**src/rtl/core/qdm_pkg.sv**
```systemverilog
// Shared types, widths and the saturating accumulate function for the quaternion MAC.
package qdm_pkg;

    localparam int COMP_W    = 16;
    localparam int ACC_W     = 48;
    localparam int PROD_W    = 2 * COMP_W;
    localparam int TERM_W    = PROD_W + 2;
    localparam int NUM_LANES = 4;
    localparam int NUM_PROD  = NUM_LANES * NUM_LANES;

    localparam logic MODE_FWD  = 1'b0;
    localparam logic MODE_GRAD = 1'b1;

    typedef logic signed [COMP_W-1:0] comp_t;
    typedef logic signed [PROD_W-1:0] prod_t;
    typedef logic signed [TERM_W-1:0] term_t;
    typedef logic signed [ACC_W-1:0]  acc_t;

    typedef struct packed {
        logic valid;
        logic last;
        logic conj;
    } stage_ctrl_t;

    localparam acc_t ACC_MAX = {1'b0, {(ACC_W-1){1'b1}}};
    localparam acc_t ACC_MIN = {1'b1, {(ACC_W-1){1'b0}}};

    // One guard bit is enough: a lane term is always narrower than the sum.
    function automatic acc_t sat_add(acc_t a, term_t b);
        logic signed [ACC_W:0] s;
        s = {a[ACC_W-1], a} + {{(ACC_W+1-TERM_W){b[TERM_W-1]}}, b};
        if (s[ACC_W] != s[ACC_W-1]) begin
            return s[ACC_W] ? ACC_MIN : ACC_MAX;
        end
        return s[ACC_W-1:0];
    endfunction

endpackage

```
**src/rtl/core/qdm_lanes.sv**
```systemverilog
// Signed four-way lane sums of the products, forward or conjugate sign pattern.
module qdm_lanes
    import qdm_pkg::*;
(
    input  logic                     aclk,
    input  logic                     aresetn,
    input  logic                     ce,
    input  stage_ctrl_t              prod_ctrl,
    input  prod_t [NUM_PROD-1:0]     prod,
    output stage_ctrl_t              term_ctrl,
    output term_t [NUM_LANES-1:0]    term
);

    stage_ctrl_t           term_ctrl_reg;
    term_t [NUM_LANES-1:0] term_reg;
    term_t [NUM_LANES-1:0] term_next;
    term_t [NUM_PROD-1:0]  pe;

    always_comb begin
        for (int n = 0; n < NUM_PROD; n++) begin
            pe[n] = {{(TERM_W-PROD_W){prod[n][PROD_W-1]}}, prod[n]};
        end
    end

    // pe[a*4+b] = x[a]*k[b]. The sums cannot overflow TERM_W, so order is free.
    always_comb begin
        if (prod_ctrl.conj == MODE_GRAD) begin
            term_next[0] = pe[0]  + pe[5]  + pe[10] + pe[15];
            term_next[1] = pe[4]  - pe[1]  + pe[14] - pe[11];
            term_next[2] = pe[8]  - pe[13] - pe[2]  + pe[7];
            term_next[3] = pe[12] + pe[9]  - pe[6]  - pe[3];
        end else begin
            term_next[0] = pe[0]  - pe[5]  - pe[10] - pe[15];
            term_next[1] = pe[1]  + pe[4]  + pe[11] - pe[14];
            term_next[2] = pe[2]  - pe[7]  + pe[8]  + pe[13];
            term_next[3] = pe[3]  + pe[6]  - pe[9]  + pe[12];
        end
    end

    always_ff @(posedge aclk) begin
        if (!aresetn) begin
            term_ctrl_reg <= '0;
        end else if (ce) begin
            term_ctrl_reg <= prod_ctrl;
        end
    end

    always_ff @(posedge aclk) begin
        if (ce) begin
            term_reg <= term_next;
        end
    end

    assign term_ctrl = term_ctrl_reg;
    assign term      = term_reg;

endmodule

```
**config.mk**
```make
export PLATFORM = sky130hd
export DESIGN_NAME = qdm_lanes
export DESIGN_NICKNAME = d
export VERILOG_FILES = /design/src/rtl/core/qdm_pkg.sv /design/src/rtl/core/qdm_lanes.sv
export SDC_FILE = /design/constraint.sdc
export NUM_CORES = 2
export LEC_CHECK = 0
export BUFFER_PORTS_ARGS = -buffer_cell sky130_fd_sc_hd__buf_4
export CORE_AREA = 2 2 258 260
export CTS_CLUSTER_SIZE = 16
export DETAILED_ROUTE_END_ITERATION = 7
export DIE_AREA = 0 0 260 262
export GPL_ROUTABILITY_DRIVEN = 0
export PLACE_DENSITY_LB_ADDON = 0.3
export SYNTH_ARGS = -nofsm -noshare
export SYNTH_HDL_FRONTEND = slang
export SYNTH_SLANG_ARGS = --single-unit
```
**constraint.sdc**
```tcl
create_clock -name aclk -period 3.9 [get_ports aclk]
set_input_delay 0 -clock aclk [delete_from_list [all_inputs] [get_ports aclk]]
set_output_delay 0 -clock aclk [all_outputs]
set_load 0.01 [all_outputs]
```
-- After elaboration in Yosys (flattened, before gate mapping)
Cells that the tools add are included.
- register bits after elaboration: 139
- input bits: 518
- output and inout bits: 139
- word-level logic and storage cells: 32
- add/subtract/negate cells: 24
- multiplexer cells: 1
- operators by type and width (cell ; number):
    33-bit by 32-bit adder with 34-bit output ; 4
    34-bit by 32-bit adder with 34-bit output ; 4
    136-bit two-way mux ; 1
    33-bit by 32-bit subtractor with 34-bit output ; 4
    34-bit by 32-bit subtractor with 34-bit output ; 4
    32-bit by 32-bit adder with 33-bit output ; 4
    32-bit by 32-bit subtractor with 33-bit output ; 4

-- Depth between registers and ports, before layout
- depth in word-level cells: 4
- gate-level depth with buffers: 18
- mapped depth without buffers: 18

-- Worst setup path after synthesis
Ideal clock, no wire load.
- path kind: in2reg
- from: input prod[1] (netlist bit)
- to: register term_reg, in the netlist term[27] (data pin)
- library setup time: 275 ps
- data arrival time: 3542 ps
- data required time: 3625 ps
- path slack: 83 ps
- stages on the path: 16
- buffers on the path: 0
- path through: inv_1 fa_1 inv_1 fa_1 ha_1 fa_1 a211oi_1 nor3_1 o31ai_1 o211ai_1 a21o_1 a21o_1 a221oi_2 o21ai_1 xnor2_1 mux2i_1
- RTL lines (what ; line ; text):
    start: declaration ; qdm_lanes.sv:9 ; input prod_t [NUM_PROD-1:0] prod,
    end signal: assignment ; qdm_lanes.sv:50 ; term_reg <= term_next;
    end: declaration ; qdm_lanes.sv:15 ; term_t [NUM_LANES-1:0] term_reg;

==> results_dict.tcl <==
set metrics [dict create \
    worstSetupPathType "input pin to register" \
    layout_common_cells "inv_1 (1121), buf_4 (828), fa_1 (489)" \
    clkTransAtPathRegs_ns 0.06 \
    cpMostUsedCell "inv_1" \
    syn_inst 3772 \
    core_um2 65300 \
    wirelength_mm 93.9 \
    path_cells "buf_4 -> inv_1 -> fa_1 -> inv_1 -> fa_1 -> inv_1 -> ha_1 -> inv_1 -> fa_1 -> nand2b_1 -> a21oi_1 -> o21ai_1 -> a21oi_1 -> o41a_1 -> a22o_1 -> o41ai_2 -> o21ai_1 -> xnor2_1 -> mux2i_1" \
    num_vias 28100 \
    ios 657 \
    grt_max_degree 137 \
    wire_per_inst_um 17.2 \
    first_global_vias 28400 \
    status "finished, final reports clean" \
    cts_sinks 139 \
    syn-num-nets 5048 \
    power.density_nw_per_um2 503 \
    setup_violations 0 \
    slew_headroom 0.386 \
    clockBufferDepth 2 \
    finalWorstSetupSlack_ns 0.174 \
    maxCapViolations 0 \
    numCtsBuffers 17 \
    worst_slew_pin_slew_ns 0.921 \
    worstPathRequired_ns 4.10 \
    largest_reg_flops 136 \
    stdcell_count 5448 \
    die_x_um 260 \
    port_buffers 656 \
    synth_top_cell_area_share 0.304 \
    slowest_delay_ns 0.54 \
    hold_violations 0 \
    start_kind "input pin" \
    syn_area_um2 32300 \
    period_minus_slack_ns 3.73 \
    grt_pass1_wl_mm 144 \
    area_delta_synth_final_pct 24.3 \
    initial_core_util 0.494 \
    die_area_um2 68100 \
    cp_max_fo 3 \
    post-place-ws_ns -0.397 \
    yosysUniqueCellTypes 91 \
    antenna_found_initial 14 \
    post-route-period-util 0.955 \
    first_iter_violations 1787 \
    ant_nets 0 \
    max-vdd-ir-drop_uv 265 \
    async_flop_share 0 \
    drv_slew 0 \
    track_usage 0.274 \
    skew_ns 0 \
    ys_warn_count 0 \
    slowest_stage "fa_1" \
    rows 94 \
    hpwlAfterDp_mm 81.3 \
    drive_gt1_frac 0.200 \
    timing.fmax_ghz 0.268 \
    final_common_cell "inv_1" \
    synthFlopType "edfxtp_1" \
    synth_top_area_cell "fa_1" \
    htree_levels 4 \
    clk_latency_ns 0.50 \
    finalNetCount 5839 \
    die_h_um 262 \
    synth_area_leaders "fa_1 (30%), inv_1 (13%), edfxtp_1 (13%)" \
    critPathCaptureType "register" \
    dp.cells 5402 \
    total_leakage_power_nw 21.6 \
    dr.pass1.iters 6 \
    synth_edf_count 136 \
    routed_via_density 5.17 \
    cts-root-buf "clkbuf_16" \
    grt.overflow.total 0 \
    nFillCells 5787 \
    yosysSeqAreaShare 0.128 \
    cts_tree "yes" \
    post-route-drc-count 0 \
    yosys_register_bits 139 \
    cp.arrival_ns 3.93 \
    min_path_type "input pin to register" \
    syn_avg_cell_area_um2 8.55 \
]
-- cells in the mapped netlist (60+ instances only) --
library cell / n
edfxtp_1: 136
xor2_1: 110
nor2_1: 160
nand2_1: 173
fa_1: 490
a21o_1: 131
a21oi_1: 287
o21ai_1: 60
ha_1: 268
o21ai_0: 130
xnor2_1: 118
inv_1: 1122
-- path summary, 6_finish.rpt --
kind / from / endpoint / slack (ns) / depth (start not counted)
worst max-delay path: prod[32] / term[66] / 0.17 / 19
worst min-delay path: ce / term[69] / 0.03 / 1
worst max register to register: term_ctrl[1] / term_ctrl[1] / 2.73 / 3
worst min register to register: term_ctrl[0] / term_ctrl[0] / 0.53 / 2
-- timing repair --
item / 4_1_cts / 5_1_grt
endpoints found under the hold margin: 9 / 0
buffers inserted: 0 / 1
hold buffers: 5 / 0
gates resized for setup: 0 / 12
endpoints found under the setup margin: 0 / 9
-- through the flow --
| stage | power, mW | instance area (um^2) | util | hold WS, ns | setup TNS [ns] |
|---|---|---|---|---|---|
| 6_report | 20.2 | 40100 | 0.615 | 0.0281 | 0 |
| 5_1_grt | 22.0 | 40100 | 0.615 | 0.0353 | -0.00136 |
| 4_1_cts | 20.1 | 40000 | 0.613 | 0.0185 | 0 |
| 3_5_place_dp | 18.0 | 39400 | 0.603 | 0.251 | -5.91 |
| 3_3_place_gp | 17.8 | 39400 | 0.603 | 0.235 | -4.53 |
| 2_1_floorplan | 12.9 | 32300 | - | 0.112 | 0 |
-- critical path, delay by kind of cell --
family / cells / cell delay, ns
xor gates and xnor gates: 1 / 0.14
muxes: 1 / 0.09
adders and majority gates: 4 / 1.42
and+or+nand+nor: 1 / 0.16
buffers and inverters: 5 / 0.33
AOI/OAI and AO/OA: 7 / 1.79
-- cells by family after synthesis --
family / after synthesis / share of synthesized area
compound gates: 855 / 0.169
xor+xnor: 228 / 0.0619
fa+ha+maj: 758 / 0.408
buf+inv: 1188 / 0.138
flops: 139 / 0.128
mux: 33 / 0.0105
simple gates: 571 / 0.0836
-- where the power goes --
group	internal, mW	switching (mW)	leakage (nW)
combinational	7.01	8.44	20.0
clock	1.07	0.816	0.283
sequential	2.58	0.274	1.36
total	10.7	9.53	21.6
-- routing by layer --
| layer | part of all wire | up-vias | track usage | wire, um |
|---|---|---|---|---|
| li1 | - | 13500 | - | - |
| met1 | 0.39 | 13500 | 0.329 | 36300 |
| met2 | 0.50 | 926 | 0.480 | 47300 |
| met3 | 0.073 | 162 | 0.0575 | 6840 |
| met4 | 0.037 | 12 | 0.109 | 3490 |
| met5 | 0.00082 | - | 0 | 77 |
-- layout make-up --
cell class	count	area, um^2	share of cell area
Antenna cell	8	20.0	0.000499
Clock buffer	18	429	0.0107
Clock inverter	14	195	0.00487
Inverter	1123	4220	0.105
Multi-Input combinational cell	2445	23700	0.591
Sequential cell	139	4140	0.103
Tap cell	864	1080	0.0269
Timing Repair Buffer	837	6330	0.158
No activity file was read; power rests on OpenSTA's default activity.
