<file path="src/rtl/core/qdm_pkg.sv">
// Shared types, widths and the saturating accumulate function for the quaternion MAC.
package qdm_pkg;

    localparam int COMP_W    = 16;
    localparam int ACC_W     = 48;
    localparam int PROD_W    = 2 * COMP_W;
    localparam int TERM_W    = PROD_W + 2;
    localparam int NUM_LANES = 4;
    localparam int NUM_PROD  = NUM_LANES * NUM_LANES;

    localparam logic MODE_FWD  = 1'b0;
    localparam logic MODE_GRAD = 1'b1;

    typedef logic signed [COMP_W-1:0] comp_t;
    typedef logic signed [PROD_W-1:0] prod_t;
    typedef logic signed [TERM_W-1:0] term_t;
    typedef logic signed [ACC_W-1:0]  acc_t;

    typedef struct packed {
        logic valid;
        logic last;
        logic conj;
    } stage_ctrl_t;

    localparam acc_t ACC_MAX = {1'b0, {(ACC_W-1){1'b1}}};
    localparam acc_t ACC_MIN = {1'b1, {(ACC_W-1){1'b0}}};

    // One guard bit is enough: a lane term is always narrower than the sum.
    function automatic acc_t sat_add(acc_t a, term_t b);
        logic signed [ACC_W:0] s;
        s = {a[ACC_W-1], a} + {{(ACC_W+1-TERM_W){b[TERM_W-1]}}, b};
        if (s[ACC_W] != s[ACC_W-1]) begin
            return s[ACC_W] ? ACC_MIN : ACC_MAX;
        end
        return s[ACC_W-1:0];
    endfunction

endpackage

</file>
<file path="src/rtl/core/qdm_acc.sv">
// Saturating running sums, result register and pipeline advance control.
module qdm_acc
    import qdm_pkg::*;
(
    input  logic                     aclk,
    input  logic                     aresetn,
    input  stage_ctrl_t              term_ctrl,
    input  term_t [NUM_LANES-1:0]    term,
    input  logic                     out_ready,
    output logic                     out_valid,
    output acc_t [NUM_LANES-1:0]     out_sum,
    output logic                     ce
);

    acc_t [NUM_LANES-1:0] sum_reg;
    acc_t [NUM_LANES-1:0] sum_next;
    acc_t [NUM_LANES-1:0] out_reg;
    logic                 out_valid_reg;
    logic                 emit;

    // Only a closing item must wait for the result register to empty.
    assign ce   = !(term_ctrl.valid && term_ctrl.last && out_valid_reg && !out_ready);
    assign emit = ce && term_ctrl.valid && term_ctrl.last;

    always_comb begin
        for (int n = 0; n < NUM_LANES; n++) begin
            sum_next[n] = sat_add(sum_reg[n], term[n]);
        end
    end

    always_ff @(posedge aclk) begin
        if (!aresetn) begin
            sum_reg       <= '0;
            out_valid_reg <= 1'b0;
        end else begin
            if (ce && term_ctrl.valid) begin
                sum_reg <= term_ctrl.last ? '0 : sum_next;
            end
            if (emit) begin
                out_valid_reg <= 1'b1;
            end else if (out_ready) begin
                out_valid_reg <= 1'b0;
            end
        end
    end

    always_ff @(posedge aclk) begin
        if (emit) begin
            out_reg <= sum_next;
        end
    end

    assign out_valid = out_valid_reg;
    assign out_sum   = out_reg;

endmodule

</file>
<file path="config.mk">
export PLATFORM = sky130hd
export DESIGN_NAME = qdm_acc
export DESIGN_NICKNAME = d
export VERILOG_FILES = /design/src/rtl/core/qdm_pkg.sv /design/src/rtl/core/qdm_acc.sv
export SDC_FILE = /design/constraint.sdc
export NUM_CORES = 1
export LEC_CHECK = 0
export BUFFER_PORTS_ARGS = -buffer_cell sky130_fd_sc_hd__buf_2
export CORE_MARGIN = 4
export CORE_UTILIZATION = 53
export DETAILED_ROUTE_END_ITERATION = 8
export GPL_TIMING_DRIVEN = 0
export PLACE_DENSITY = 0.78
export RECOVER_POWER = 25
export SYNTH_ARGS = -nofsm -noshare
export SYNTH_HDL_FRONTEND = slang
export SYNTH_SLANG_ARGS = --single-unit
</file>
<file path="constraint.sdc">
create_clock -name aclk -period 9 [get_ports aclk]
set_input_delay 0 -clock aclk [delete_from_list [all_inputs] [get_ports aclk]]
set_output_delay 0 -clock aclk [all_outputs]
set_load 0.01 [all_outputs]
</file>
# == Word level (Yosys, flattened, before mapping) ==
# Cells that the tools add are included.
# W data, S select, Z words.
# totals
reg_bits,385
latchBits,0
ram_bits,0
romBits,0
memories,0
# classes
add_sub_neg,4
mul,0
div_mod_pow,0
n_lt_le_gt_ge,0
eq_ne,4
shifts,0
muxes,19
bitwise_logic,0
reduce_logical,8
# ops
cell,count
$mux W48,12
$add A48 B34 Y49,4
$mux W192,1
$mux W1,6
$logic_and A1 B1 Y1,5
$ne A1 B1 Y1,4
$logic_not A1 Y1,2
$reduce_bool A2 Y1,1

# == Depth between registers and ports, before layout ==
# Gate-level depths: netlist of the first run.
# depth
depth_word,7
depth_mapped,16
ltp_nobuf,14

# == Least setup slack after synthesis of the first run ==
# Ideal clock, no wire load.
# synth_path
path_kind,reg-to-reg
startpoint,reg out_valid_reg (netlist: out_valid)
endpoint,"reg out_reg (netlist bit out_sum[0]), enable pin"
arrival_time_ns,8.449
t_required_ns,8.247
setup_slack_ns,-0.202
path_stages_with_launch,3
period_less_slack_ns,9.202
path_cell_list,dfxtp_1 -> nor2b_1 -> nor2_1
# synth_between
elab_chain_cells,5
# synth_rtl
element,line,rtl
start: declaration,qdm_acc.sv:18,logic out_valid_reg;
start signal: assignment,qdm_acc.sv:34,out_valid_reg <= 1'b0;
start signal: assignment,qdm_acc.sv:40,out_valid_reg <= 1'b1;
start signal: assignment,qdm_acc.sv:42,out_valid_reg <= 1'b0;
$logic_and A1 B1 Y1 (2 in a row),qdm_acc.sv:22,assign ce = !(term_ctrl.valid && term_ctrl.last && out_valid_reg && !out_ready);
$logic_not A1 Y1,qdm_acc.sv:22,
$logic_and A1 B1 Y1 (2 in a row),qdm_acc.sv:23,assign emit = ce && term_ctrl.valid && term_ctrl.last;
net emit,qdm_acc.sv:19,logic emit;
end signal: assignment,qdm_acc.sv:49,out_reg <= sum_next;
end: declaration,qdm_acc.sv:17,acc_t [NUM_LANES-1:0] out_reg;
# The timed path passes the listed nets, and every way through them passes these cells.
# A chain may end at the register's enable or synchronous reset.

# == Worst setup path in the final report of the first run ==
# layout_path
startpoint,reg sum_reg[48] in the netlist's numbering
endpoint,reg sum_reg[84] in the netlist's numbering
# layout_between
elab_chain_cells,5
word_cells_on_any_way,7
cone_classes,add/sub: 1; eq/ne: 1; mux: 5
# layout_rtl
element,line,rtl
start: declaration,qdm_acc.sv:15,acc_t [NUM_LANES-1:0] sum_reg;
start signal: assignment,qdm_acc.sv:37,sum_reg <= term_ctrl.last ? '0 : sum_next;
$add A48 B34 Y49 (*),qdm_pkg.sv:31,"s = {a[ACC_W-1], a} + {{(ACC_W+1-TERM_W){b[TERM_W-1]}}, b};"
$mux W48 / $ne A1 B1 Y1 (equally long branches),"qdm_pkg.sv:33, qdm_pkg.sv:32",
$mux W48 / $mux W1 (equally long branches),qdm_pkg.sv:32,if (s[ACC_W] != s[ACC_W-1]) begin
$mux W48 (*),qdm_pkg.sv:35,return s[ACC_W-1:0];
$mux W192 (*),qdm_acc.sv:37,
# Mark *: on every way between the ends. The rest lies on a longest branch, timed or not. The select of a mux whose other input is x is not followed.

==> results by group, run 1 <==
Power and ir drop
  • Power Density: 187 nW/um2
  • Tot Pwr: 5.41 mW
  • Total leakage power: 12.2 nW
  • Max IR drop VDD: 179 uV

Hold path
  • Hold crit path type: input port to flip-flop

Timing
  • Hold Fails Final Rpt: 0
  • Setup TNS Final: 0 ns
  • RSZ-0062 raised after global routing: false
  • Worst-margin pin slew: 1.12 ns
  • Final Max Slew Viols: 0
  • Final Cycle Share: 48.8%
  • Minimum clock period: 4.39 ns
  • Endpoints failing setup: 0
  • Hold slack: 0.0376 ns
  • Setup ws final: 4.61 ns
  • Post-Route Skew: 0.0145 ns
  • Worst rel slew slack: 25.0%
  • Achievable Freq: 228 MHz

Final layout
  • Share of cells above drive strength 1: 9.09%
  • Most common cell after layout, fill and taps aside: nand2_1
  • Final core occ: 62.0%
  • Post-route cell area: 29000 um2
  • Final net count: 3551
  • Post-Layout Cell Count: 3853
  • Commonest non-fill, non-tap cells in the layout: 300 x nand2_1, 299 x clkbuf_1, 272 x nor2_1, 252 x a21oi_1, 224 x o21ai_0
  • # diodes: 0
  • Syn-to-layout area delta: 15.3%

Placed design
  • Hpwl dp: 58500 um
  • Placed cell area: 27700 um2
  • Global placer's final weighted congestion: 0.973
  • Cells after DPL: 3762
  • Pre-CTS setup slack: 4.71 ns
  • Port Buffers: 334

Global route
  • Vias in the first global route: 22500
  • Largest net degree at the start of global routing: 37
  • Congestion Overflow GR: 0
  • Gr usage total: 29.2%
  • First-pass GRT wire length: 121000 um
  • Initial antenna violation count: 0

Logic synthesis
  • #FFs+latches synth: 385
  • Syn Area/Cell: 8.93 um2
  • Post-synthesis sequential area ratio: 38.3%
  • Synthesis warning total: 0
  • Ys async rst share: 0%
  • Multiplexer share of the synthesized area: 0.264%
  • Post-synth EDFFs: 192
  • Most frequently used flop master after synthesis: dfxtp_1
  • Cell Area, Synth: 25100 um2
  • Simple-gate area share of the yosys netlist: 14.9%
  • Post-synthesis compound-gate area fraction: 23.5%
  • Synth Area in Adders: 13.7%
  • Largest family of logic cells by synthesized area: compound AO/OA/AOI/OAI gates
  • XOR/XNOR share of the synthesized area: 5.75%
  • Library cells used by synthesis: 90
  • Synthesized Nets: 3153
  • Cell count after synthesis: 2815

Clocking
  • CTS resizes: 0
  • Longest Clk Path Bufs: 3
  • TritonCTS clock tree: yes
  • Clock Pin Slew Worst Setup and Hold Paths: 0.06 ns
  • CTS Root Cell: clkbuf_16
  • Clock latency on the worst-skew pair: 0.57 ns
  • Postcts setup bufs: 0
  • Clock Sinks: 385
  • Num CTS Buffers: 44
  • H-tree depth: 2

Route
  • Wire per inst: 20.1 um
  • DR vias: 23200
  • Post-route ant nets: 0
  • Vias per cell: 6.03
  • Post-Route WL: 77400 um
  • DR iter-0 viols: 1918
  • Drc violations: 0
  • Drt first pass iters: 5

Setup path
  • CP Data Required Time: 9.49 ns
  • CP Launch Type: flip-flop
  • Critical path class: flip-flop to flip-flop
  • Crit. End Element: flip-flop
  • Arr. time, crit path: 4.88 ns
  • Largest fanout on the critical path: 10

Run
  • Max Cap Viol: 0

Floorplan
  • FP Rows: 79
  • Ports: 336
  • DIE AREA: 51000 um2
  • Core area: 46800 um2
  • Die H: 226 um
  • Initial Util: 53.7%
  • Die span in x: 226 um

Run status
  • Outcome: complete, no violations
==> metal layers <==
layer	global-route usage (%)	wire [um]	vias to the layer above
met5	0	0	-
met4	9.76	2740	0
met3	5.15	5430	166
met2	47.3	35300	864
met1	39.7	33900	11000
li1	-	-	11100
==> logic make-up (layout without fill, tap and decap cells) <==
| group | Yosys count | count (layout) |
|---|---|---|
| multiplexers | 6 | 6 |
| buffers and inverters | 216 | 647 |
| AO/OA/AOI/OAI | 923 | 923 |
| XOR/XNOR | 165 | 165 |
| AND/OR/NAND/NOR | 829 | 829 |
| adder cells (fa/ha/maj) | 291 | 291 |
| flip-flops | 385 | 385 |
==> cell usage after synthesis, types with 38 or more instances <==
cell type  instances  area [um2]
nand2_1          300        1130
nor2_1           272        1020
a21oi_1          252        1260
o21ai_0          224        1120
dfxtp_1          193        3860
edfxtp_1         192        5770
ha_1             192        2400
a21o_1           110         826
clkbuf_1         101         379
xnor2_1          100         876
maj3_1            95         951
inv_1             67         251
xor2_1            65         569
o21ai_1           53         265
nand4_1           49         307
nand3_1           42         210
a22o_1            38         333
==> path summary, 6_finish.rpt <==
kind / startpoint / end / slack [ns] / cells after the start
setup / recovery: sum_reg[48] / sum_reg[84] / 4.61 / 15
hold / removal: term[106] / sum_reg[148] / 0.04 / 5
setup reg to reg: sum_reg[48] / sum_reg[84] / 4.61 / 15
hold reg to reg: sum_reg[180] / sum_reg[180] / 0.45 / 2
==> critical path: stages (launching register included) <==
cell and delay (ns):
dfxtp_1 0.34, ha_1 0.21, inv_1 0.07, fa_1 0.38, nand2b_1 0.20, a21oi_1 0.24, o21ai_1 0.21, o41ai_2 0.45
a31oi_1 0.30, o31ai_2 0.41, a31o_2 0.25, and2_1 0.13, clkbuf_1 0.15, o21ai_1 0.30, clkbuf_1 0.42, o21ai_0 0.25
==> area by class of cell <==
class / count / area, um2
Clock inverter: 23 / 225
Timing Repair Buffer: 352 / 1680
Inverter: 67 / 251
Tap cell: 607 / 759
Sequential cell: 385 / 9630
Buffer: 149 / 661
Multi-Input combinational cell: 2214 / 14600
Clock buffer: 56 / 1190
Fill cell: 4110 / 17800
==> what timing repair did <==
action | in CTS | in global routing
hold buffers | 12 | 0
endpoints found under the hold margin | 16 | 0
setup endpoints to repair | 0 | 0
==> power breakdown <==
part | leakage (nW) | total (mW) | internal, mW | switching [mW]
Clock | 0.694 | 1.80 | 1.05 | 0.749
Combinational | 8.08 | 1.50 | 0.540 | 0.962
Sequential | 3.39 | 2.11 | 2.04 | 0.0631
Power figures use the tool's default switching activity.
==> run 2, diff against run 1 <==
--- a/config.mk
+++ b/config.mk
@@ -7,7 +7,7 @@
 export LEC_CHECK = 0
 export BUFFER_PORTS_ARGS = -buffer_cell sky130_fd_sc_hd__buf_2
 export CORE_MARGIN = 4
-export CORE_UTILIZATION = 53
+export CORE_UTILIZATION = 55
 export DETAILED_ROUTE_END_ITERATION = 8
 export GPL_TIMING_DRIVEN = 0
 export PLACE_DENSITY = 0.78
==> constraint.sdc (replaced) <==
create_clock -name aclk -period 4.4 [get_ports aclk]
set_input_delay 0 -clock aclk [delete_from_list [all_inputs] [get_ports aclk]]
set_output_delay 0 -clock aclk [all_outputs]
set_load 0.01 [all_outputs]
==> run 2 against run 1 <==
Effect of this change:
- clock power increased by 100%
- sequential cell count unchanged
- largest cell class unchanged
- largest power group unchanged
- critical endpoint is now out_sum[96]
- via count increased by 0.96%
- critical path type unchanged
- combinational power rose by 110%
- final cell count down 0.13%
- final area up 0.12%
- highest routed layer is now met5
- utilization grew 2.1 points
==> results by group, run 2 (synthesis gave the netlist of run 1 again) <==
Setup path
  • Reg-to-Reg End: out_sum[96] (was sum_reg[84])
  • CP Cell Sequence: ha_1 -> inv_1 -> fa_1 -> nand2b_1 -> a21o_1 -> a31oi_1 -> a21oi_1 -> o31a_1 -> o21bai_1 -> a41o_1 -> and2_1 -> buf_2 -> buf_2 -> nor2_1 -> nor2_1 (was ha_1 -> inv_1 -> fa_1 -> nand2b_1 -> a21oi_1 -> o21ai_1 -> o41ai_2 -> a31oi_1 -> o31ai_2 -> a31o_2 -> and2_1 -> clkbuf_1 -> o21ai_1 -> clkbuf_1 -> o21ai_0)
  • CP Data Required Time: 4.82 ns (was 9.49 ns)
  • Largest fanout on the critical path: 10 (unchanged)
  • Critical path's largest stage delay: 0.39 ns (was 0.45 ns)
  • Reg2Reg Setup Slack: 0.17 ns (was 4.61 ns)
  • Arr. time, crit path: 4.65 ns (was 4.88 ns)
  • Critical path class: flip-flop to flip-flop (unchanged)
  • Worst Reg-to-Reg Cells: 15 (unchanged)
  • CP Launch Type: flip-flop (unchanged)
  • Critical-path top delay cell: fa_1 (was o41ai_2)
  • Crit. End Element: flip-flop (unchanged)
  • Worst R2R Start: sum_reg[96] (was sum_reg[48])

Timing
  • Final Cycle Share: 96.1% (was 48.8%)
  • Minimum clock period: 4.23 ns (was 4.39 ns)
  • RSZ-0062 raised after global routing: false (unchanged)
  • Worst-margin pin slew: 1.16 ns (was 1.12 ns)
  • Hold Fails Final Rpt: 0 (unchanged)
  • Hold slack: 0.0347 ns (was 0.0376 ns)
  • Worst rel slew slack: 22.5% (was 25.0%)
  • Setup TNS Final: 0 ns (unchanged)
  • Achievable Freq: 237 MHz (was 228 MHz)
  • Post-Route Skew: 0.0167 ns (was 0.0145 ns)
  • Setup ws final: 0.173 ns (was 4.61 ns)
  • Endpoints failing setup: 0 (unchanged)
  • Final Max Slew Viols: 0 (unchanged)

Floorplan
  • DIE AREA: 49200 um2 (was 51000 um2)
  • Die span in x: 222 um (was 226 um)
  • Core area: 45300 um2 (was 46800 um2)
  • Ports: 336 (unchanged)
  • Die H: 222 um (was 226 um)
  • Initial Util: 55.5% (was 53.7%)
  • FP Rows: 78 (was 79)

Run
  • Max Cap Viol: 0 (unchanged)

Clocking
  • Longest Clk Path Bufs: 3 (unchanged)
  • TritonCTS clock tree: yes (unchanged)
  • Clock Pin Slew Worst Setup and Hold Paths: 0.06 ns (about the same)
  • Clock latency on the worst-skew pair: 0.58 ns (was 0.57 ns)
  • CTS Root Cell: clkbuf_16 (unchanged)
  • Clock Sinks: 385 (unchanged)
  • Num CTS Buffers: 43 (was 44)
  • H-tree depth: 2 (unchanged)

Hold path
  • Hold crit path type: input port to flip-flop (unchanged)
  • Min-delay src: term[63] (was term[106])
  • Hold Path Depth: 5 (unchanged)
  • Hold endpoint: sum_reg[77] (was sum_reg[148])

Placed design
  • Pre-CTS setup slack: -0.0832 ns (was 4.71 ns)
  • Hpwl dp: 58800 um (was 58500 um)
  • Port Buffers: 334 (unchanged)
  • Cells after DPL: 3754 (was 3762)
  • Global placer's final weighted congestion: 0.955 (was 0.973)
  • Placed cell area: 27700 um2 (about the same)

Global route
  • Congestion Overflow GR: 0 (unchanged)
  • First-pass GRT wire length: 122000 um (was 121000 um)
  • Initial antenna violation count: 1 (was 0)
  • Largest net degree at the start of global routing: 39 (was 37)
  • Gr usage total: 30.0% (was 29.2%)
  • Vias in the first global route: 22900 (was 22500)

Route
  • Post-Route WL: 77800 um (was 77400 um)
  • Vias per cell: 6.09 (was 6.03)
  • Drc violations: 0 (unchanged)
  • Wire per inst: 20.2 um (was 20.1 um)
  • Post-route ant nets: 0 (unchanged)
  • DR iter-0 viols: 2095 (was 1918)
  • Drt first pass iters: 6 (was 5)
  • DR vias: 23400 (was 23200)

Power and ir drop
  • Clk pwr share: 33.1% (was 33.2%)
  • Power Density: 381 nW/um2 (was 187 nW/um2)
  • Switching Fraction: 33.0% (was 32.8%)
  • Total leakage power: 12.2 nW (about the same)
  • Internal: 7.41 mW (was 3.63 mW)
  • Logic gate share of total power: 28.0% (was 27.8%)
  • Reg power frac: 39.0% (about the same)
  • Psw: 3.64 mW (was 1.77 mW)
  • Max IR drop VDD: 323 uV (was 179 uV)

Final layout
  • Fill count: 3946 (was 4110)
  • Post-route cell area: 29000 um2 (about the same)
  • Commonest non-fill, non-tap cells in the layout: 302 x clkbuf_1, 300 x nand2_1, 270 x nor2_1, 252 x a21oi_1, 224 x o21ai_0 (was 300 x nand2_1, 299 x clkbuf_1, 272 x nor2_1, 252 x a21oi_1, 224 x o21ai_0)
  • # diodes: 0 (unchanged)
  • Post-Layout Cell Count: 3848 (was 3853)
  • Share of cells above drive strength 1: 9.36% (was 9.09%)
  • Syn-to-layout area delta: 15.5% (was 15.3%)
  • Area of the multi-input gates: 14600 um2 (about the same)
  • Most common cell after layout, fill and taps aside: clkbuf_1 (was nand2_1)
  • FF/Latch Area: 9630 um2 (unchanged)
  • Final net count: 3552 (was 3551)

Run status
  • Outcome: complete, no violations (unchanged)
-- run 2: power by group through the flow --
stage                     combinational (mW)  sequential [mW]  clock [mW]
after CTS                               3.07             4.30        3.71
after global routing                    3.38             4.33        3.85
final                                   3.09             4.31        3.66
after global placement                  2.97             4.38           0
after floorplan                         2.02             4.44           0
after detailed placement                3.04             4.37           0
-- run 2: worst max-delay path, delay by kind of cell, from the launching register on --
| family | cells | cell delay [ns] |
|---|---|---|
| DFF | 1 | 0.34 |
| buffers and inverters | 3 | 0.68 |
| adders and majority gates | 2 | 0.61 |
| and+or+nand+nor | 4 | 0.54 |
| AOI/OAI and AO/OA | 6 | 1.88 |
-- run 2: per-stage QoR --
step	power (mW)	utilization, %
floorplan	6.46	-
global placement	7.35	60.9
detailed placement	7.41	61.1
CTS	11.1	64.5
global route	11.6	64.1
finish	11.1	64.1
-- run 2: worst max path at each step --
stage | start | cells after the start | endpoint | slack [ns]
global route | sum_reg[96] | 15 | sum_reg[134] | 0.02
global placement | out_valid | 2 | out_sum[17] | -0.52
finish | sum_reg[96] | 15 | out_sum[96] | 0.17
CTS | sum_reg[97] | 12 | sum_reg[135] | 0.07
detailed placement | sum_reg[97] | 12 | out_sum[107] | -0.08
floorplan | out_valid | 2 | out_sum[0] | 0.63
-- run 2: what timing repair did --
item / in CTS / in global routing
hold buffers: 14 / 0
endpoints found under the setup margin: 11 / 123
pin swaps: 0 / 1
endpoints found under the hold margin: 18 / 0
resized for setup: 3 / 14
buffers inserted: 0 / 1
-- run 2: metal layers --
layer	track usage, %	part of all wire (%)	up-vias
met5	0	0.0090	-
met4	9.64	3.4	2
met3	5.03	7.3	161
met2	49.4	46	958
met1	40.7	43	11200
li1	-	-	11100
-- run 2: layout make-up --
type                    instances  share of cell area [%]
clock inverters                17                   0.617
clock buffers                  62                    4.24
repair buffers                354                    5.79
plain buffers                 149                    2.31
multi-input cells            2214                    50.4
well taps                     600                    2.59
inverters                      67                   0.867
flip-flops and latches        385                    33.2
